**src/rtl/cfr_pkg.sv**
```systemverilog
`timescale 1ns / 1ps
// Shared types and constants for the checksum frame receiver.
// No dependencies.
package cfr_pkg;

  localparam int unsigned MAX_GROUPS = 15;

  localparam logic [7:0] HEAD_A = 8'hAA;
  localparam logic [7:0] HEAD_B = 8'h55;
  localparam logic [7:0] TAIL_A = 8'hA0;
  localparam logic [7:0] TAIL_B = 8'h5F;

  localparam int unsigned NUM_FIELDS  = 5;
  localparam int unsigned NUM_PAYLOAD = 9;

  typedef enum logic [2:0] {
    ST_OK       = 3'd0,
    ST_CHECKSUM = 3'd1,
    ST_HEADER   = 3'd2,
    ST_ADDRESS  = 3'd3,
    ST_TRAILER  = 3'd4,
    ST_TOO_LONG = 3'd5
  } status_e;

  typedef struct packed {
    status_e     status;
    logic [7:0]  group_count;
    logic [7:0]  command_code;
    logic [7:0]  port_setting;
    logic [7:0]  sub_command;
    logic [15:0] dest_x;
    logic [15:0] dest_z;
    logic [7:0]  tray_slot;
    logic [15:0] plat_x;
    logic [15:0] plat_z;
  } cfr_result_t;

endpackage

```
**src/rtl/cfr_if.sv**
```systemverilog
`timescale 1ns / 1ps
// Handshake channels of the checksum frame receiver: byte in, config, result.
// No dependencies.
interface cfr_byte_if;
  logic       valid;
  logic       ready;
  logic [7:0] rx_byte;
  modport source (output valid, output rx_byte, input ready);
  modport sink (input valid, input rx_byte, output ready);
endinterface

interface cfr_cfg_if;
  logic       valid;
  logic       ready;
  logic [7:0] local_address;
  modport source (output valid, output local_address, input ready);
  modport sink (input valid, input local_address, output ready);
endinterface

interface cfr_res_if;
  logic        valid;
  logic        ready;
  logic [2:0]  status;
  logic [7:0]  group_count;
  logic [7:0]  command_code;
  logic [7:0]  port_setting;
  logic [7:0]  sub_command;
  logic [15:0] dest_x;
  logic [15:0] dest_z;
  logic [7:0]  tray_slot;
  logic [15:0] plat_x;
  logic [15:0] plat_z;
  modport source (output valid, output status, output group_count, output command_code,
                  output port_setting, output sub_command, output dest_x,
                  output dest_z, output tray_slot, output plat_x, output plat_z,
                  input ready);
  modport sink (input valid, input status, input group_count, input command_code,
                input port_setting, input sub_command, input dest_x,
                input dest_z, input tray_slot, input plat_x, input plat_z,
                output ready);
endinterface

```
**src/rtl/cfr_parser.sv**
```systemverilog
`timescale 1ns / 1ps
// Frame parser: byte counter, checksum, field capture and status decision.
// Depends on cfr_pkg and the channels in cfr_if.
module cfr_parser #(
  parameter int unsigned MaxGroups = cfr_pkg::MAX_GROUPS
) (
  input  logic                clk_i,
  input  logic                rst_ni,
  cfr_byte_if.sink            rx_i,
  cfr_cfg_if.sink             cfg_i,
  input  logic                take_i,
  output logic                push_o,
  output cfr_pkg::cfr_result_t result_o
);
  import cfr_pkg::*;

  localparam int unsigned IdxW = $clog2(10 + 8 * MaxGroups);
  localparam int unsigned GrpW = $clog2(MaxGroups + 1);

  logic [IdxW-1:0] idx_q, idx_d;
  logic [GrpW-1:0] grp_q, grp_d;
  logic [7:0]      sum_q, sum_d;
  logic            hdr_ok_q, hdr_ok_d;
  logic [7:0]      fld_q [NUM_FIELDS];
  logic [7:0]      fld_d [NUM_FIELDS];
  logic [7:0]      pay_q [NUM_PAYLOAD];
  logic [7:0]      pay_d [NUM_PAYLOAD];
  logic [7:0]      pay_now [NUM_PAYLOAD];
  logic [7:0]      tail_q, tail_d;
  logic [7:0]      addr_q;
  logic [IdxW-1:0] trail_pos;
  logic            fire;
  logic [7:0]      b;

  assign rx_i.ready  = take_i;
  assign cfg_i.ready = 1'b1;
  assign fire        = rx_i.valid && take_i;
  assign b           = rx_i.rx_byte;
  assign trail_pos   = IdxW'(8) + (IdxW'(grp_q) << 3);

  always_comb begin
    for (int k = 0; k < NUM_PAYLOAD; k++) begin
      pay_now[k] = (idx_q == IdxW'(8 + k)) ? b : pay_q[k];
    end
  end

  always_comb begin
    idx_d    = idx_q;
    grp_d    = grp_q;
    sum_d    = sum_q;
    hdr_ok_d = hdr_ok_q;
    fld_d    = fld_q;
    pay_d    = pay_q;
    tail_d   = tail_q;
    push_o   = 1'b0;
    result_o = '0;
    if (fire) begin
      idx_d = idx_q + IdxW'(1);
      if (idx_q == IdxW'(0)) begin
        hdr_ok_d = hdr_ok_q && (b == HEAD_A);
      end else if (idx_q == IdxW'(1)) begin
        hdr_ok_d = hdr_ok_q && (b == HEAD_B);
      end else if (idx_q == IdxW'(2)) begin
        if (b > 8'(MaxGroups)) begin
          push_o               = 1'b1;
          result_o.status      = ST_TOO_LONG;
          result_o.group_count = b;
          idx_d                = '0;
        end else begin
          grp_d    = GrpW'(b);
          fld_d[0] = b;
          sum_d    = sum_q + b;
        end
      end else if (idx_q <= IdxW'(6)) begin
        for (int k = 1; k < NUM_FIELDS; k++) begin
          if (idx_q == IdxW'(k + 2)) fld_d[k] = b;
        end
        sum_d = sum_q + b;
      end else if (idx_q == IdxW'(7)) begin
        sum_d = sum_q - b;
      end else begin
        pay_d = pay_now;
        if (idx_q < trail_pos) begin
          sum_d = sum_q + b;
        end else if (idx_q == trail_pos) begin
          tail_d = b;
        end else begin
          push_o = 1'b1;
          priority if (!hdr_ok_q) begin
            result_o.status = ST_HEADER;
          end else if (fld_q[2] != addr_q) begin
            result_o.status = ST_ADDRESS;
          end else if (sum_q != 8'd0) begin
            result_o.status = ST_CHECKSUM;
          end else if (tail_q != TAIL_A || b != TAIL_B) begin
            result_o.status = ST_TRAILER;
          end else begin
            result_o.status = ST_OK;
          end
          result_o.group_count  = fld_q[0];
          result_o.command_code = fld_q[1];
          result_o.port_setting = fld_q[3];
          result_o.sub_command  = fld_q[4];
          result_o.dest_x       = {pay_now[0], pay_now[1]};
          result_o.dest_z       = {pay_now[2], pay_now[3]};
          result_o.tray_slot    = pay_now[4];
          result_o.plat_x       = {pay_now[5], pay_now[6]};
          result_o.plat_z       = {pay_now[7], pay_now[8]};
          idx_d                 = '0;
        end
      end
      // restart for the next frame
      if (push_o) begin
        grp_d    = '0;
        sum_d    = '0;
        hdr_ok_d = 1'b1;
        tail_d   = '0;
        for (int k = 0; k < NUM_FIELDS; k++) fld_d[k] = '0;
        for (int k = 0; k < NUM_PAYLOAD; k++) pay_d[k] = '0;
      end
    end
  end

  always_ff @(posedge clk_i or negedge rst_ni) begin
    if (!rst_ni) begin
      idx_q    <= '0;
      grp_q    <= '0;
      sum_q    <= '0;
      hdr_ok_q <= 1'b1;
      tail_q   <= '0;
      addr_q   <= '0;
      for (int k = 0; k < NUM_FIELDS; k++) fld_q[k] <= '0;
      for (int k = 0; k < NUM_PAYLOAD; k++) pay_q[k] <= '0;
    end else begin
      idx_q    <= idx_d;
      grp_q    <= grp_d;
      sum_q    <= sum_d;
      hdr_ok_q <= hdr_ok_d;
      tail_q   <= tail_d;
      fld_q    <= fld_d;
      pay_q    <= pay_d;
      if (cfg_i.valid) addr_q <= cfg_i.local_address;
    end
  end

endmodule

```
**src/rtl/cfr_out_reg.sv**
```systemverilog
`timescale 1ns / 1ps
// Result register: holds one finished word until the sink takes it.
// Depends on cfr_pkg and cfr_res_if.
module cfr_out_reg (
  input  logic                clk_i,
  input  logic                rst_ni,
  input  logic                push_i,
  input  cfr_pkg::cfr_result_t result_i,
  output logic                take_o,
  cfr_res_if.source           res_o
);
  import cfr_pkg::*;

  logic        valid_q, valid_d;
  cfr_result_t data_q;

  assign take_o = !valid_q || res_o.ready;

  always_comb begin
    valid_d = valid_q;
    if (push_i) begin
      valid_d = 1'b1;
    end else if (res_o.ready) begin
      valid_d = 1'b0;
    end
  end

  always_ff @(posedge clk_i or negedge rst_ni) begin
    if (!rst_ni) begin
      valid_q <= 1'b0;
    end else begin
      valid_q <= valid_d;
    end
  end

  always_ff @(posedge clk_i) begin
    if (push_i) data_q <= result_i;
  end

  assign res_o.valid        = valid_q;
  assign res_o.status       = data_q.status;
  assign res_o.group_count  = data_q.group_count;
  assign res_o.command_code = data_q.command_code;
  assign res_o.port_setting = data_q.port_setting;
  assign res_o.sub_command  = data_q.sub_command;
  assign res_o.dest_x       = data_q.dest_x;
  assign res_o.dest_z       = data_q.dest_z;
  assign res_o.tray_slot    = data_q.tray_slot;
  assign res_o.plat_x       = data_q.plat_x;
  assign res_o.plat_z       = data_q.plat_z;

endmodule

```
**src/rtl/checksum_frame_receiver_unit.sv**
```systemverilog
`timescale 1ns / 1ps
// Checksum frame receiver top level: parser feeding a result register.
// Takes one byte per cycle while not stalled; the result is valid in the cycle after the byte that ends the frame.
// The byte channel stalls only while a held result is not taken.
// Reset clears the byte counter, checksum, captured fields and local_address,
// and empties the result register.
module checksum_frame_receiver_unit #(
  parameter int unsigned MaxGroups = cfr_pkg::MAX_GROUPS
) (
  input  logic      clk_i,
  input  logic      rst_ni,
  cfr_byte_if.sink  rx_i,
  cfr_cfg_if.sink   cfg_i,
  cfr_res_if.source res_o
);
  import cfr_pkg::*;

  logic        push;
  logic        take;
  cfr_result_t result;

  cfr_parser #(
    .MaxGroups(MaxGroups)
  ) u_parser (
    .clk_i   (clk_i),
    .rst_ni  (rst_ni),
    .rx_i    (rx_i),
    .cfg_i   (cfg_i),
    .take_i  (take),
    .push_o  (push),
    .result_o(result)
  );

  cfr_out_reg u_out_reg (
    .clk_i   (clk_i),
    .rst_ni  (rst_ni),
    .push_i  (push),
    .result_i(result),
    .take_o  (take),
    .res_o   (res_o)
  );

endmodule

```
**src/flat_wrapper.sv**
```systemverilog
// flat-port wrapper written by rule: the top's interface ports become plain ports
module checksum_frame_receiver_unit_flat import cfr_pkg::*;
#(
  parameter int unsigned MaxGroups = cfr_pkg::MAX_GROUPS
)
  (clk_i, rst_ni, rx_i_valid, rx_i_rx_byte, rx_i_ready, cfg_i_valid, cfg_i_local_address, cfg_i_ready, res_o_valid, res_o_status, res_o_group_count, res_o_command_code, res_o_port_setting, res_o_sub_command, res_o_dest_x, res_o_dest_z, res_o_tray_slot, res_o_plat_x, res_o_plat_z, res_o_ready);
  cfr_byte_if rx_i_i ();
  cfr_cfg_if cfg_i_i ();
  cfr_res_if res_o_i ();
  input  logic clk_i;
  input  logic rst_ni;
  input wire logic [$bits(rx_i_i.valid)-1:0] rx_i_valid;
  input wire logic [$bits(rx_i_i.rx_byte)-1:0] rx_i_rx_byte;
  output wire logic [$bits(rx_i_i.ready)-1:0] rx_i_ready;
  input wire logic [$bits(cfg_i_i.valid)-1:0] cfg_i_valid;
  input wire logic [$bits(cfg_i_i.local_address)-1:0] cfg_i_local_address;
  output wire logic [$bits(cfg_i_i.ready)-1:0] cfg_i_ready;
  output wire logic [$bits(res_o_i.valid)-1:0] res_o_valid;
  output wire logic [$bits(res_o_i.status)-1:0] res_o_status;
  output wire logic [$bits(res_o_i.group_count)-1:0] res_o_group_count;
  output wire logic [$bits(res_o_i.command_code)-1:0] res_o_command_code;
  output wire logic [$bits(res_o_i.port_setting)-1:0] res_o_port_setting;
  output wire logic [$bits(res_o_i.sub_command)-1:0] res_o_sub_command;
  output wire logic [$bits(res_o_i.dest_x)-1:0] res_o_dest_x;
  output wire logic [$bits(res_o_i.dest_z)-1:0] res_o_dest_z;
  output wire logic [$bits(res_o_i.tray_slot)-1:0] res_o_tray_slot;
  output wire logic [$bits(res_o_i.plat_x)-1:0] res_o_plat_x;
  output wire logic [$bits(res_o_i.plat_z)-1:0] res_o_plat_z;
  input wire logic [$bits(res_o_i.ready)-1:0] res_o_ready;
  assign rx_i_i.valid = rx_i_valid;
  assign rx_i_i.rx_byte = rx_i_rx_byte;
  assign rx_i_ready = rx_i_i.ready;
  assign cfg_i_i.valid = cfg_i_valid;
  assign cfg_i_i.local_address = cfg_i_local_address;
  assign cfg_i_ready = cfg_i_i.ready;
  assign res_o_valid = res_o_i.valid;
  assign res_o_status = res_o_i.status;
  assign res_o_group_count = res_o_i.group_count;
  assign res_o_command_code = res_o_i.command_code;
  assign res_o_port_setting = res_o_i.port_setting;
  assign res_o_sub_command = res_o_i.sub_command;
  assign res_o_dest_x = res_o_i.dest_x;
  assign res_o_dest_z = res_o_i.dest_z;
  assign res_o_tray_slot = res_o_i.tray_slot;
  assign res_o_plat_x = res_o_i.plat_x;
  assign res_o_plat_z = res_o_i.plat_z;
  assign res_o_i.ready = res_o_ready;
  checksum_frame_receiver_unit #(.MaxGroups(MaxGroups)) u_core (.clk_i(clk_i), .rst_ni(rst_ni), .rx_i(rx_i_i), .cfg_i(cfg_i_i), .res_o(res_o_i));
endmodule
```
**config.mk**
```make
export PLATFORM = sky130hd
export DESIGN_NAME = checksum_frame_receiver_unit_flat
export DESIGN_NICKNAME = d
export VERILOG_FILES = /design/src/rtl/cfr_pkg.sv /design/src/rtl/cfr_if.sv /design/src/rtl/cfr_parser.sv /design/src/rtl/cfr_out_reg.sv /design/src/rtl/checksum_frame_receiver_unit.sv /design/src/flat_wrapper.sv
export SDC_FILE = /design/constraint.sdc
export NUM_CORES = 1
export LEC_CHECK = 0
export BUFFER_PORTS_ARGS = -buffer_cell sky130_fd_sc_hd__buf_2
export CAP_MARGIN = 5
export CELL_PAD_IN_SITES_DETAIL_PLACEMENT = 0
export CELL_PAD_IN_SITES_GLOBAL_PLACEMENT = 1
export CORE_MARGIN = 2
export CORE_UTILIZATION = 52
export CTS_BUF_LIST = sky130_fd_sc_hd__clkbuf_8
export DETAILED_ROUTE_END_ITERATION = 10
export PLACE_DENSITY_LB_ADDON = 0.1
export SLEW_MARGIN = 15
export SYNTH_ARGS = -nofsm -noshare
export SYNTH_HDL_FRONTEND = slang
export SYNTH_SLANG_ARGS = --single-unit
```
**constraint.sdc**
```tcl
create_clock -name clk_i -period 7.8 [get_ports clk_i]
set_clock_uncertainty 0.2 [all_clocks]
set_input_delay 2.34 -clock clk_i [delete_from_list [all_inputs] [get_ports clk_i]]
set_output_delay 2.34 -clock clk_i [all_outputs]
set_load 0.02 [all_outputs]
```
== After elaboration in Yosys (flattened, before gate mapping) ==
Cells that the tools add are included.
Storage, ports and cells
  bits in registers: 257
  bits of input ports: 21
  output and inout bits: 110
  word-level logic and storage cells: 178
Operators by class
  add/subtract/negate cells: 4
  order comparisons: 3
  eq/ne operators: 30
  mux-type cells: 80
  bitwise operators: 1
  reduce and logical (&&, ||, !) cells: 29
Operators with widths (count)
  $mux W72: 6
  $mux W107: 4
  $mux W8: 39
  $mux W40: 3
  $eq A8 B4 Y1 const B: 8
  $mux W32: 2
  $eq A8 B3 Y1 const B: 4
  $reduce_and A6 Y1: 5
  $mux W11: 2
  $mux W4: 5
  $eq A8 B2 Y1 const B: 2
  $reduce_bool A2 Y1: 8
  $mux W1: 15
  $ne A2 B1 Y1 const B: 7
  $mux W3: 4
  $reduce_and A5 Y1: 2
  $add A4 B7 Y8 const A: 1
  $add A8 B1 Y8 const B: 1
  $add A8 B8 Y8: 1
  $eq A8 B1 Y1 const B: 1
  $eq A8 B5 Y1 const B: 1
  $eq A8 B7 Y1 const B: 1
  $eq A8 B8 Y1: 1
  $eq A8 B8 Y1 const B: 1
  20 further kinds: 23

== Depth between registers and ports, before layout ==
Gate-level depths: netlist of run 1.
  depth in word-level cells: 12
  gate-level depth with buffers: 12
  depth with buffers taken out: 10

== Modules after synthesis ==
From an unflattened synthesis of run 1, not the netlist that was laid out.
Second synthesis, totals
  cells, all modules: 990
  area total of the unflattened synthesis: 11365.9 um^2
Modules (own cells, without submodules)
  cfr_parser: times used 1, cells each 880, area an instance 8105.3 um^2, seq. area each 3629.7 um^2
  cfr_out_reg: times used 1, cells each 110, area an instance 3260.6 um^2, seq. area each 3238.1 um^2

== Worst setup path before layout of run 1 ==
OpenSTA, ideal clock, no wires.
  path type: input-to-reg
  start point: in rx_i_rx_byte[7]
  end point: reg u_core.u_out_reg.data_q (netlist bit u_core.u_out_reg.res_o.command_code[0]), enable pin
  library setup time: 0.460 ns
  data arrival time: 5.801 ns
  required time: 7.140 ns
  slack: 1.339 ns
  stages: 9
  buffers on the path: 3
  cell sequence: buf_2 > or4_1 > nand3_1 > nor4_4 > or2_1 > buf_2 > buf_2 > nand2_1 > inv_1
Between the ends
  longest elaborated chain between the ends: 7
Ends and longest elaborated chain
  start: declaration: RTL line flat_wrapper.sv:13  | input wire logic [$bits(rx_i_i.rx_byte)-1:0] rx_i_rx_byte;
  $gt A8 B4 Y1: RTL line cfr_parser.sv:64  | if (b > 8'(MaxGroups)) begin
  $mux W1: RTL line cfr_parser.sv:64
  $mux W1: RTL line cfr_parser.sv:63  | end else if (idx_q == IdxW'(2)) begin
  $mux W1: RTL line cfr_parser.sv:61  | end else if (idx_q == IdxW'(1)) begin
  $mux W1: RTL line cfr_parser.sv:59  | if (idx_q == IdxW'(0)) begin
  $mux W1 (2 in series): RTL line cfr_parser.sv:57  | if (fire) begin
  via u_core.push: RTL line checksum_frame_receiver_unit.sv:18  | logic push;
  end signal: assignment: RTL line cfr_out_reg.sv:37  | if (push_i) data_q <= result_i;
  end: declaration: RTL line cfr_out_reg.sv:15  | cfr_result_t data_q;
The timed path passes the listed nets, and every way through them passes these cells. The select of a mux whose other input is x is not followed.
A chain may end at the register's enable or synchronous reset.

== Worst setup path after layout of run 1 ==
  start point: in rx_i_rx_byte[7]
  end point: reg u_core.u_out_reg.data_q (netlist bit u_core.u_out_reg.res_o.dest_z[0]), enable pin
Same word-level chain as after synthesis.

==> reports/results.txt, run 1 <==
Synth area leader - dfrtp_1
Post-Syn Area - 11300 sq um
status - complete, no violations
vias in the first global route - 7978
Clock Latency Late Sink - 0.54 ns
# resized after CTS - 0
commonest cells in the netlist - 150 x nand2_1, 145 x dfrtp_1, 107 x edfxtp_1, 103 x a22o_1, 88 x a21oi_1
Worst setup EP type - register
gr usage total - 26.70%
Cell Rows - 53
crit-path max cell delay - 0.71 ns
Synth Area per Inst - 11.56 sq um
final slew viol count - 0
Setup Fix Bufs, Post-CTS - 0
endpoints failing setup - 0
CTS Hold Bufs - 0
wire per inst - 21.09 um
crit-path max FO - 71
post-synthesis net count - 1025
maxcap violations - 0
Placer Congestion - 0.9077
Place WS - 1.608 ns
Clock Sinks - 253
VDD IR-drop max - 179.9 uV
CP Data Required Time - 7.83 ns
core area - 21150 sq um
Initial Util - 53.43%
Top FF cell, synth - dfrtp_1
initial antenna violation count - 0
Worst Hold Launch - u_core.u_parser.fld_q[38]$_DFFE_PN0P_
upper clock frequency limit - 0.1776 GHz
DR vias - 8342
Hold Path Class - reg2reg
fin crit share - 72.17%
1st-iter DRT viols - 670
Hold Violations, Final - 0
worst setup margin - 2.171 ns
Setup Crit Path Kind - in2reg
first-pass GRT wire length - 46.10 mm
Lkg Pwr - 5.576 nW
CP Data Arrival Time - 5.66 ns
r2r startpoint - u_core.u_parser.idx_q[3]$_DFFE_PN0P_
synth warn - 0
Overall Power - 0.005098 W
Pwr per Cell Area - 392.8 nW/um^2
Synth top area share - 32.10%
Vias per Instance - 5.908
CP Launch Type - input port
n_diodes - 0
ANT nets after route - 0
delay-heaviest family, CP - simple AND/OR/NAND/NOR gates
area delta synth->final - 14.85%
Hold WS - 0.2882 ns
Yosys cell types - 56
Slew @ Worst Pin - 1.165 ns
DRT Pass-1 Iters - 6
nets - 1152
CTS tree - built
Placed Instances - 1336
Max clock buf depth - 3
Detailed Place HPWL - 18.84 mm
Seq cells post-synth - 253
Clock H-tree levels - 2
crit path time final - 5.629 ns
die area - 22930 sq um
RSZ-0062 raised after global routing - no
ys async rst share - 57.71%
crit path buf inv count - 3
Synth area leaders - dfrtp_1 32%, edfxtp_1 28%, a22o_1 8.0%
non-filler cells, final - 1412
largest net degree at the start of global routing - 81
Setup Total Neg Slack - 0 ns
GRT overflow - 0
fraction of layout cells with a size suffix above 1 - 20.76%
post-synthesis sequential area ratio - 60.77%
Num CTS Buffers - 42
CP startpoint - rx_i_rx_byte[7]
crit path cell chain - buf_2 -> or4_1 -> nand3_1 -> nor4_4 -> or2_1 -> nand2_1 -> inv_4 -> buf_4
DIE HEIGHT - 151.4 um
I/O pins - 131
Mapped Cells - 978
slowest stage cell on the critical path - or2_1
Root Buffer - clkbuf_8
IO Port Bufs - 129
Die W - 151.4 um
clk slew on worst S/H paths - 0.06 ns
top-count cell post-synth - nand2_1
Post-synth EDFFs - 107
Max-Slew Margin vs Limit - 22.26%
Post-Route WL - 29.77 mm
residual DRC count - 0
==> state kept, by name (all words and copies together), names as in the netlist, 8 cells and up <==
name,cells
u_core.u_out_reg.res_o.tray_slot,8
u_core.u_out_reg.res_o.plat_x,16
u_core.u_parser.idx_q,8
u_core.u_out_reg.res_o.port_setting,8
u_core.u_parser.fld_q,37
u_core.u_parser.sum_q,8
u_core.u_out_reg.res_o.command_code,8
u_core.u_parser.tail_q,8
u_core.u_out_reg.res_o.plat_z,16
u_core.u_parser.addr_q,8
u_core.u_out_reg.res_o.dest_x,16
u_core.u_out_reg.res_o.dest_z,16
u_core.u_out_reg.res_o.sub_command,8
u_core.u_out_reg.res_o.group_count,8
u_core.u_parser.pay_q,72
==> kinds of logic (layout without fill, tap and decap cells) <==
| kind of cell | count (synthesis) | count (layout) | synth area share [%] |
|---|---|---|---|
| flip-flops | 253 | 253 | 60.77 |
| multiplexers | 38 | 38 | 3.675 |
| adder cells (fa/ha/maj) | 26 | 26 | 3.011 |
| buffers and inverters | 73 | 232 | 2.635 |
| AND/OR/NAND/NOR | 322 | 322 | 13.30 |
| AO/OA/AOI/OAI | 249 | 249 | 15.34 |
| XOR/XNOR | 16 | 16 | 1.240 |
| other | 1 | 1 | 0.03318 |
==> cell type report <==
| type | count | area (sq um) |
|---|---|---|
| Clock buffer | 47 | 646.9 |
| Tap cell | 275 | 344.1 |
| Timing Repair Buffer | 137 | 711.9 |
| Multi-Input combinational cell | 652 | 4161 |
| Sequential cell | 253 | 6868 |
| Clock inverter | 29 | 173.9 |
| Inverter | 19 | 73.82 |
| Fill cell | 1749 | 8174 |
==> worst reg2reg max path: cells and delay by family (launching register included) <==
family	cells	cell delay [ns]
buf+inv	3	1.39
simple gates	3	1.31
flops	1	0.78
fa+ha+maj	1	0.29
compound gates	1	0.29
==> where the power goes <==
group | internal (W) | total [W] | switching (W)
Combinational | 0.000620 | 0.00189 | 0.00127
Sequential | 0.00183 | 0.00206 | 0.000239
Clock | 0.000620 | 0.00114 | 0.000521
Total | 0.00306 | 0.00510 | 0.00203
==> final timing paths <==
| kind | to | slack (ns) | depth (start not counted) |
|---|---|---|---|
| worst max register to register | u_core.u_out_reg.res_o.dest_z[0]$_SDFFCE_PP0P_ | 3.24 | 8 |
| min in group asynchronous | u_core.u_parser.pay_q[19]$_DFFE_PN0P_ | 1.65 | 1 |
| worst max-delay path | u_core.u_out_reg.res_o.dest_z[0]$_SDFFCE_PP0P_ | 2.17 | 8 |
| max in group asynchronous | u_core.u_parser.pay_q[59]$_DFFE_PN0P_ | 4.35 | 2 |
| worst min-delay path | u_core.u_parser.fld_q[38]$_DFFE_PN0P_ | 0.29 | 1 |
| worst min register to register | u_core.u_parser.fld_q[38]$_DFFE_PN0P_ | 0.29 | 1 |
==> cell usage in the layout (no fill, tap or decap), types with 3 or more instances in the layout <==
cell | Yosys | layout
nand2_1 | 150 | 149
dfrtp_1 | 145 | 145
buf_2 | 16 | 128
edfxtp_1 | 107 | 107
a22o_1 | 103 | 103
a21oi_1 | 88 | 88
nor2_1 | 63 | 58
clkbuf_8 | 0 | 47
inv_1 | 19 | 36
mux2_2 | 28 | 28
and3_1 | 27 | 27
ha_1 | 24 | 24
o21ai_0 | 20 | 20
nand3_1 | 16 | 16
xnor2_1 | 11 | 11
and2_1 | 11 | 11
o21ai_1 | 10 | 10
mux2i_1 | 10 | 10
nand4_1 | 9 | 9
nor3_1 | 10 | 9
nor4_1 | 8 | 8
buf_4 | 1 | 8
xor2_1 | 5 | 5
nand2b_1 | 5 | 5
nor2_2 | 0 | 5
a21o_1 | 5 | 5
clkinv_1 | 0 | 5
o21a_1 | 3 | 3
nand3b_1 | 3 | 3
or3_1 | 3 | 3
o31ai_1 | 3 | 3
nor4b_1 | 3 | 3
==> metrics by stage <==
step | util, % | cell area, sq um
2_1_floorplan | - | 11300
3_3_place_gp | 57.46 | 12150
3_5_place_dp | 57.46 | 12150
4_1_cts | 61.34 | 12970
5_1_grt | 61.36 | 12980
6_report | 61.36 | 12980
==> routing by layer <==
metal	track usage [%]	share of wire, %
met2	41.45	46
met3	4.036	7.2
met5	0	0
met4	6.729	1.8
met1	39.74	45
Power figures use the tool's default switching activity.
==> run 2: changes to the inputs <==
--- a/config.mk
+++ b/config.mk
@@ -5,12 +5,13 @@
 export SDC_FILE = /design/constraint.sdc
 export NUM_CORES = 1
 export LEC_CHECK = 0
+export ABC_AREA = 1
 export BUFFER_PORTS_ARGS = -buffer_cell sky130_fd_sc_hd__buf_2
 export CAP_MARGIN = 5
 export CELL_PAD_IN_SITES_DETAIL_PLACEMENT = 0
 export CELL_PAD_IN_SITES_GLOBAL_PLACEMENT = 1
 export CORE_MARGIN = 2
-export CORE_UTILIZATION = 52
+export CORE_UTILIZATION = 42
 export CTS_BUF_LIST = sky130_fd_sc_hd__clkbuf_8
 export DETAILED_ROUTE_END_ITERATION = 10
 export PLACE_DENSITY_LB_ADDON = 0.1
==> constraint.sdc (replaced) <==
create_clock -name clk_i -period 4.9 [get_ports clk_i]
set_clock_uncertainty 0.2 [all_clocks]
set_input_delay 1.47 -clock clk_i [delete_from_list [all_inputs] [get_ports clk_i]]
set_output_delay 1.47 -clock clk_i [all_outputs]
set_load 0.02 [all_outputs]
==> run 2 against run 1 <==
Compared with the run above: area after synthesis increased by 8.4%; sequential share of layout area decreased by 4.0 points; synthesized cell count increased by 40%; worst setup slack got worse by 0.88 ns.
==> reports/results.txt, run 2 <==
status - complete, no violations
Clock H-tree levels - 2 (unchanged)
Num CTS Buffers - 44 (+4.8%)
ys async rst share - 57.71% (unchanged)
CP Data Required Time - 5.15 ns (-2.68 ns)
DRT Pass-1 Iters - 5 (-1)
final slew viol count - 0 (unchanged)
n_diodes - 0 (unchanged)
Worst Hold Depth - 2 (+1)
core area - 28700 sq um (+36%)
r2r startpoint - u_core.u_parser.grp_q[0]$_DFFE_PN0P_
Synth area leader - dfrtp_1
Setup Crit Path Kind - in2reg
max reg flops - 72 (unchanged)
Post-synth EDFFs - 107 (unchanged)
Place WS - 0.7065 ns (-0.9014 ns)
Post-Syn Area - 12260 sq um (+8.4%)
CP Launch Type - input port
crit path time final - 3.609 ns
Synth top area share - 29.61% (-2.5 points)
top-count cell post-synth - nand2_1
Largest Register - u_core.u_parser.pay_q
commonest cells in the netlist - 384 x nand2_1, 145 x dfrtp_1, 145 x inv_1, 140 x nor2_1, 107 x edfxtp_1
Mapped Cells - 1370 (+40%)
residual DRC count - 0 (unchanged)
RSZ-0062 raised after global routing - no
IO Port Bufs - 129 (unchanged)
Largest regs - u_core.u_parser.pay_q: 72 flops, u_core.u_parser.fld_q: 37 flops
Post-Route WL - 30.44 mm (+2.2%)
CP Data Arrival Time - 3.86 ns (-1.80 ns)
gr usage total - 20.17% (-6.5 points)
vias in the first global route - 8926 (+12%)
crit-path max cell delay - 0.42 ns (-0.29 ns)
fin crit share - 73.66%
largest net degree at the start of global routing - 145 (+79%)
nets - 1544 (+34%)
CTS Hold Bufs - 0 (unchanged)
DR vias - 9374 (+12%)
crit-path max FO - 144 (+100%)
GRT overflow - 0 (unchanged)
initial antenna violation count - 1 (+1)
crit path cell chain - buf_2 -> inv_1 -> nand4_1 -> inv_1 -> nor2_4 -> inv_2 -> nand2_4 -> nand2_4 -> nand2_8 -> nand2_4 -> buf_12 -> nand2_1 -> o21ai_1
r2r worst-path depth - 17 (+9)
slowest stage cell on the critical path - inv_1
worst setup margin - 1.291 ns (-0.8799 ns)
Top FF cell, synth - dfrtp_1
Setup Fix Bufs, Post-CTS - 0 (unchanged)
Hold Violations, Final - 0 (unchanged)
maxcap violations - 0 (unchanged)
r2r setup slk - 1.55 ns (-1.69 ns)
Max-Slew Margin vs Limit - 23.15% (+0.89 points)
die area - 30560 sq um (+33%)
Lkg Pwr - 6.546 nW (+17%)
Pwr per Cell Area - 590.4 nW/um^2 (+50%)
Hold Path Class - reg2reg
first-pass GRT wire length - 48.96 mm (+6.2%)
fraction of layout cells with a size suffix above 1 - 16.20% (-4.6 points)
commonest cells after routing, fill and taps aside - 383 x nand2_1, 163 x inv_1, 145 x dfrtp_1
post-synthesis sequential area ratio - 56.04% (-4.7 points)
Clock Latency Late Sink - 0.56 ns (+0.02 ns)
Slew @ Worst Pin - 1.149 ns (-0.01628 ns)
post-synthesis net count - 1417 (+38%)
final design utilization - 48.97% (-12 points)
area delta synth->final - 14.68%
Synth area leaders - dfrtp_1 30%, edfxtp_1 26%, nand2_1 12%
Overall Power - 0.008298 W (+63%)
Worst path most repeated cell - nand2_4
ANT nets after route - 0 (unchanged)
delay-heaviest family, CP - buffers and inverters
Synth Area per Inst - 8.946 sq um (-23%)
Die W - 174.8 um (+15%)
Yosys cell types - 48 (-14%)
Root Buffer - clkbuf_8
Worst setup EP type - register
Setup Total Neg Slack - 0 ns (unchanged)
# resized after CTS - 0 (unchanged)
Max clock buf depth - 3 (unchanged)
Vias per Instance - 4.895 (-17%)
hold path endpoint - u_core.u_parser.fld_q[29]$_DFFE_PN0P_
1st-iter DRT viols - 897 (+34%)
Placer Congestion - 0.8540 (-5.9%)
I/O pins - 131 (unchanged)
clk slew on worst S/H paths - 0.06 ns (about the same)
upper clock frequency limit - 0.2771 GHz
Worst Hold Launch - u_core.u_parser.fld_q[29]$_DFFE_PN0P_
crit path buf inv count - 5 (+2)
reg2reg end - u_core.u_parser.pay_q[56]$_DFFE_PN0P_
DIE HEIGHT - 174.8 um (+15%)
Detailed Place HPWL - 19.59 mm (+4.0%)
most common cell after layout, fill and taps aside - nand2_1
Cell Rows - 62 (+17%)
synth warn - 0 (unchanged)
Initial Util - 42.70% (-11 points)
endpoints failing setup - 0 (unchanged)
VDD IR-drop max - 417.9 uV (+130%)
Clock Sinks - 253 (unchanged)
CTS tree - built
Seq cells post-synth - 253 (unchanged)
wire per inst - 15.90 um (-25%)
-- run 2: changes by cell type after synthesis, moves of 14 or more --
cell / delta
a21oi_1: -73
a22o_1: -103
inv_1: +126
nand2_1: +234
clkbuf_1: -14
nor2_1: +77
mux2_2: -20
nand3_1: +45
o21ai_0: +69
o21ai_1: +62
and3_1: -26
-- run 2: routing by layer --
metal | GRT usage [%] | part of all wire, % | vias up | wire length [um]
met5 | 0 | 0 | - | 0
met4 | 4.757 | 1.6 | 0 | 492
met3 | 3.220 | 5.6 | 43 | 1715
li1 | - | - | 4691 | -
met1 | 30.98 | 50 | 4396 | 15080
met2 | 29.89 | 43 | 244 | 13160
-- run 2: cell families after synthesis --
| kind of cell | count (synthesis) | synth area share, % |
|---|---|---|
| muxes | 9 | 0.8168 |
| buffers and inverters | 218 | 7.902 |
| other | 1 | 0.03060 |
| adders and majority gates | 26 | 2.777 |
| DFF | 253 | 56.04 |
| xor gates and xnor gates | 18 | 1.286 |
| and+or+nand+nor | 643 | 22.26 |
| AOI/OAI and AO/OA | 202 | 8.892 |
-- run 2: power breakdown --
| part | internal (W) | switching [W] | total [W] | leakage (nW) |
|---|---|---|---|---|
| Sequential | 0.00283 | 0.000296 | 0.00312 | 2.93 |
| Combinational | 0.000963 | 0.00232 | 0.00328 | 3.12 |
| Clock | 0.00102 | 0.000871 | 0.00189 | 0.502 |
-- run 2: how the worst max path moves through the flow --
| stage | start | slack (ns) | cells past startpoint | to |
|---|---|---|---|---|
| final | rx_i_rx_byte[4] | 1.29 | 13 | u_core.u_parser.pay_q[56]$_DFFE_PN0P_ |
| after global routing | rx_i_rx_byte[4] | 1.07 | 13 | u_core.u_parser.pay_q[59]$_DFFE_PN0P_ |
| after CTS | rx_i_rx_byte[4] | 1.29 | 13 | u_core.u_parser.pay_q[54]$_DFFE_PN0P_ |
| after detailed placement | rx_i_rx_byte[4] | 0.71 | 12 | u_core.u_parser.pay_q[16]$_DFFE_PN0P_ |
| after global placement | rx_i_rx_byte[4] | 0.86 | 13 | u_core.u_parser.pay_q[61]$_DFFE_PN0P_ |
| after floorplan | res_o_ready | 0.21 | 8 | u_core.u_out_reg.res_o.status[0]$_SDFFCE_PP0P_ |
-- run 2: cell type report --
| type | instances | area [sq um] |
|---|---|---|
| Timing Repair Buffer | 143 | 832.0 |
| Fill cell | 2848 | 14650 |
| Clock buffer | 49 | 674.4 |
| Sequential cell | 253 | 6868 |
| Multi-Input combinational cell | 899 | 4432 |
| Tap cell | 384 | 480.5 |
| Inverter | 156 | 586.8 |
| Clock inverter | 31 | 181.4 |
-- run 2: stage by stage --
stage	instance area (sq um)	hold slack, ns	instances
after floorplan	12260	0.2419	1370
after global placement	13200	0.2568	1835
after detailed placement	13200	0.2594	1835
after CTS	14050	0.2742	1915
after global routing	14050	0.3023	1915
final	14050	0.2711	1915
-- run 2: worst register-to-register path: cells and delay by family (launching register included) --
family	cells	cell delay [ns]
AO/OA/AOI/OAI	1	0.10
XOR/XNOR	1	0.14
adder cells (fa/ha/maj)	2	0.57
buffers and inverters	1	0.39
flip-flops	1	0.41
AND/OR/NAND/NOR	12	1.43
==> run 3: changes to the inputs <==
--- a/config.mk
+++ b/config.mk
@@ -11,7 +11,7 @@
 export CELL_PAD_IN_SITES_DETAIL_PLACEMENT = 0
 export CELL_PAD_IN_SITES_GLOBAL_PLACEMENT = 1
 export CORE_MARGIN = 2
-export CORE_UTILIZATION = 42
+export CORE_UTILIZATION = 47
 export CTS_BUF_LIST = sky130_fd_sc_hd__clkbuf_8
 export DETAILED_ROUTE_END_ITERATION = 10
 export PLACE_DENSITY_LB_ADDON = 0.1
==> constraint.sdc (replaced) <==
create_clock -name clk_i -period 3.6 [get_ports clk_i]
set_clock_uncertainty 0.2 [all_clocks]
set_input_delay 1.08 -clock clk_i [delete_from_list [all_inputs] [get_ports clk_i]]
set_output_delay 1.08 -clock clk_i [all_outputs]
set_load 0.02 [all_outputs]
==> run 3 against run 2 <==
Compared with the run above: global-route usage increased by 2.4 points; worst hold slack got worse by 0.037 ns; non-clock buffer count increased by 14; sequential share of layout area decreased by 0.38 points; clock-buffer cell count increased by 6; worst setup slack got worse by 0.79 ns; die area decreased by 10%; design area increased by 0.77%; final cell count decreased by 1.7%; via count increased by 0.84%; total power increased by 38%; critical path depth increased by 4; critical path type is now reg2reg; critical endpoint is now u_core.u_parser.tail_q[4]$_DFFE_PN0P_.
==> reports/results.txt, run 3 (synthesized netlist as in run 2, its figures left out) <==
max reg flops - 72 (unchanged)
Clock Sinks - 253 (unchanged)
area delta synth->final - 15.57%
status - complete, no violations
upper clock frequency limit - 0.3227 GHz
endpoints failing setup - 0 (unchanged)
Setup Crit Path Kind - reg2reg
Cell Rows - 59 (-4.8%)
Max clock buf depth - 3 (unchanged)
Overall Power - 0.01146 W (+38%)
1st-iter DRT viols - 841 (-6.2%)
Pwr per Cell Area - 809.1 nW/um^2 (+37%)
Clock H-tree levels - 2 (unchanged)
Slew @ Worst Pin - 0.9614 ns (-0.1872 ns)
GRT overflow - 0 (unchanged)
Root Buffer - clkbuf_8
top layer in use - met4
clk slew on worst S/H paths - 0.06 ns (about the same)
DRT Pass-1 Iters - 5 (unchanged)
Largest Register - u_core.u_parser.pay_q
final slew viol count - 0 (unchanged)
Die W - 165.5 um (-5.3%)
met1 WL - 14.73 mm (-2.3%)
crit-path max FO - 82 (-43%)
IO Port Bufs - 129 (unchanged)
first-pass GRT wire length - 48.13 mm (-1.7%)
non-filler cells, final - 1882 (-1.7%)
Met3 Wirelength - 1.590 mm (-7.3%)
CP startpoint - u_core.u_parser.grp_q[2]$_DFFE_PN0P_
Largest regs - u_core.u_parser.pay_q: 72 flops, u_core.u_parser.fld_q: 37 flops
maxcap violations - 0 (unchanged)
CP Data Required Time - 3.89 ns (-1.26 ns)
Hold Violations, Final - 0 (unchanged)
Initial Util - 47.43% (+4.7 points)
fillers - 2465 (-13%)
Vias per Instance - 5.023 (+2.6%)
Post-Route WL - 30.25 mm (-0.63%)
Clock Latency Late Sink - 0.55 ns (about the same)
crit path time final - 3.099 ns
ANT nets after route - 0 (unchanged)
r2r startpoint - u_core.u_parser.grp_q[2]$_DFFE_PN0P_
DR vias - 9453 (+0.84%)
largest net degree at the start of global routing - 83 (-43%)
initial antenna violation count - 0 (-1)
Lkg Pwr - 6.650 nW (+1.6%)
DIE HEIGHT - 165.5 um (-5.3%)
fraction of layout cells with a size suffix above 1 - 17.71% (+1.5 points)
core area - 25840 sq um (-10%)
nets - 1559 (+0.97%)
met2 routed WL - 13.48 mm (+2.5%)
Hold Path Class - in2async
fin crit share - 86.07%
# resized after CTS - 0 (unchanged)
I/O pins - 131 (unchanged)
residual DRC count - 0 (unchanged)
commonest cells after routing, fill and taps aside - 380 x nand2_1, 161 x inv_1, 145 x dfrtp_1
vias in the first global route - 8806 (-1.3%)
CP Data Arrival Time - 3.38 ns (-0.48 ns)
CTS tree - built
wire per inst - 16.07 um (+1.1%)
RSZ-0062 raised after global routing - no
Placer Congestion - 0.8573 (+0.39%)
gr usage total - 22.60% (+2.4 points)
Detailed Place HPWL - 19.85 mm (+1.3%)
die area - 27380 sq um (-10%)
Placed Instances - 1800 (-1.9%)
n_diodes - 0 (unchanged)
Max-Slew Margin vs Limit - 35.67% (+13 points)
CTS Hold Bufs - 0 (unchanged)
CP Launch Type - register
VDD IR-drop max - 362.2 uV (-13%)
Setup Fix Bufs, Post-CTS - 0 (unchanged)
Worst setup EP type - register
post-layout instance area - 14160 sq um (+0.77%)
Placed Area - 13270 sq um (+0.54%)
most common cell after layout, fill and taps aside - nand2_1
Num CTS Buffers - 45 (+2.3%)
[run 3: metrics by stage]
| stage | setup TNS, ns | hold WS (ns) | worst slack (ns) | utilization, % |
|---|---|---|---|---|
| floorplan | -31.19 | 0.2419 | -0.4514 | - |
| global placement | 0 | 0.2613 | 0.3889 | 51.36 |
| global route | 0 | 0.2340 | 0.2721 | 54.82 |
| detailed placement | 0 | 0.2642 | 0.4285 | 51.36 |
| CTS | 0 | 0.2265 | 0.5159 | 54.82 |
| finish | 0 | 0.2340 | 0.5014 | 54.82 |
[run 3: worst paths after layout]
check | to | slack, ns | depth (start not counted)
setup reg to reg | u_core.u_parser.tail_q[4]$_DFFE_PN0P_ | 0.50 | 17
min in group clk_i | u_core.u_parser.fld_q[13]$_DFFE_PN0P_ | 0.28 | 2
hold reg to reg | u_core.u_parser.fld_q[13]$_DFFE_PN0P_ | 0.28 | 2
hold / removal | u_core.u_parser.pay_q[30]$_DFFE_PN0P_ | 0.23 | 1
max in group asynchronous | u_core.u_parser.hdr_ok_q$_DFFE_PN1P_ | 2.18 | 2
setup / recovery | u_core.u_parser.tail_q[4]$_DFFE_PN0P_ | 0.50 | 17
[run 3: report_power, final]
group          internal [W]  switching (W)
Clock               0.00145        0.00116
Combinational       0.00137        0.00321
Sequential          0.00385       0.000420
Total               0.00667        0.00479
[run 3: layout make-up]
class                           count  area, sq um  area share, %
Sequential cell                   253         6868          48.49
Multi-Input combinational cell    899         4444          31.38
Timing Repair Buffer              157        949.7          6.705
Clock buffer                       55        757.0          5.345
Inverter                          156        589.3          4.161
Tap cell                          335        419.2          2.959
Clock inverter                     27        136.4         0.9629
[run 3: per-layer routing]
| metal | global-route usage [%] | vias up |
|---|---|---|
| met2 | 33.65 | 257 |
| li1 | - | 4719 |
| met4 | 5.486 | 0 |
| met3 | 3.871 | 43 |
| met5 | 0 | - |
| met1 | 34.37 | 4434 |
[run 3: worst max-delay path, cell delays in order, from the launching register on]
cell and delay [ns]:
dfrtp_1 0.45, nand3_1 0.13, xor2_1 0.17, ha_1 0.34
nand2_1 0.10, inv_1 0.04, nand2_1 0.05, nand2_1 0.06
nor2_1 0.18, nor2_2 0.09, nand2_4 0.09, nand2_4 0.09
nand2_4 0.11, buf_12 0.36, nand2_2 0.25, nand3_4 0.19
nand2_1 0.07, nand2_1 0.07
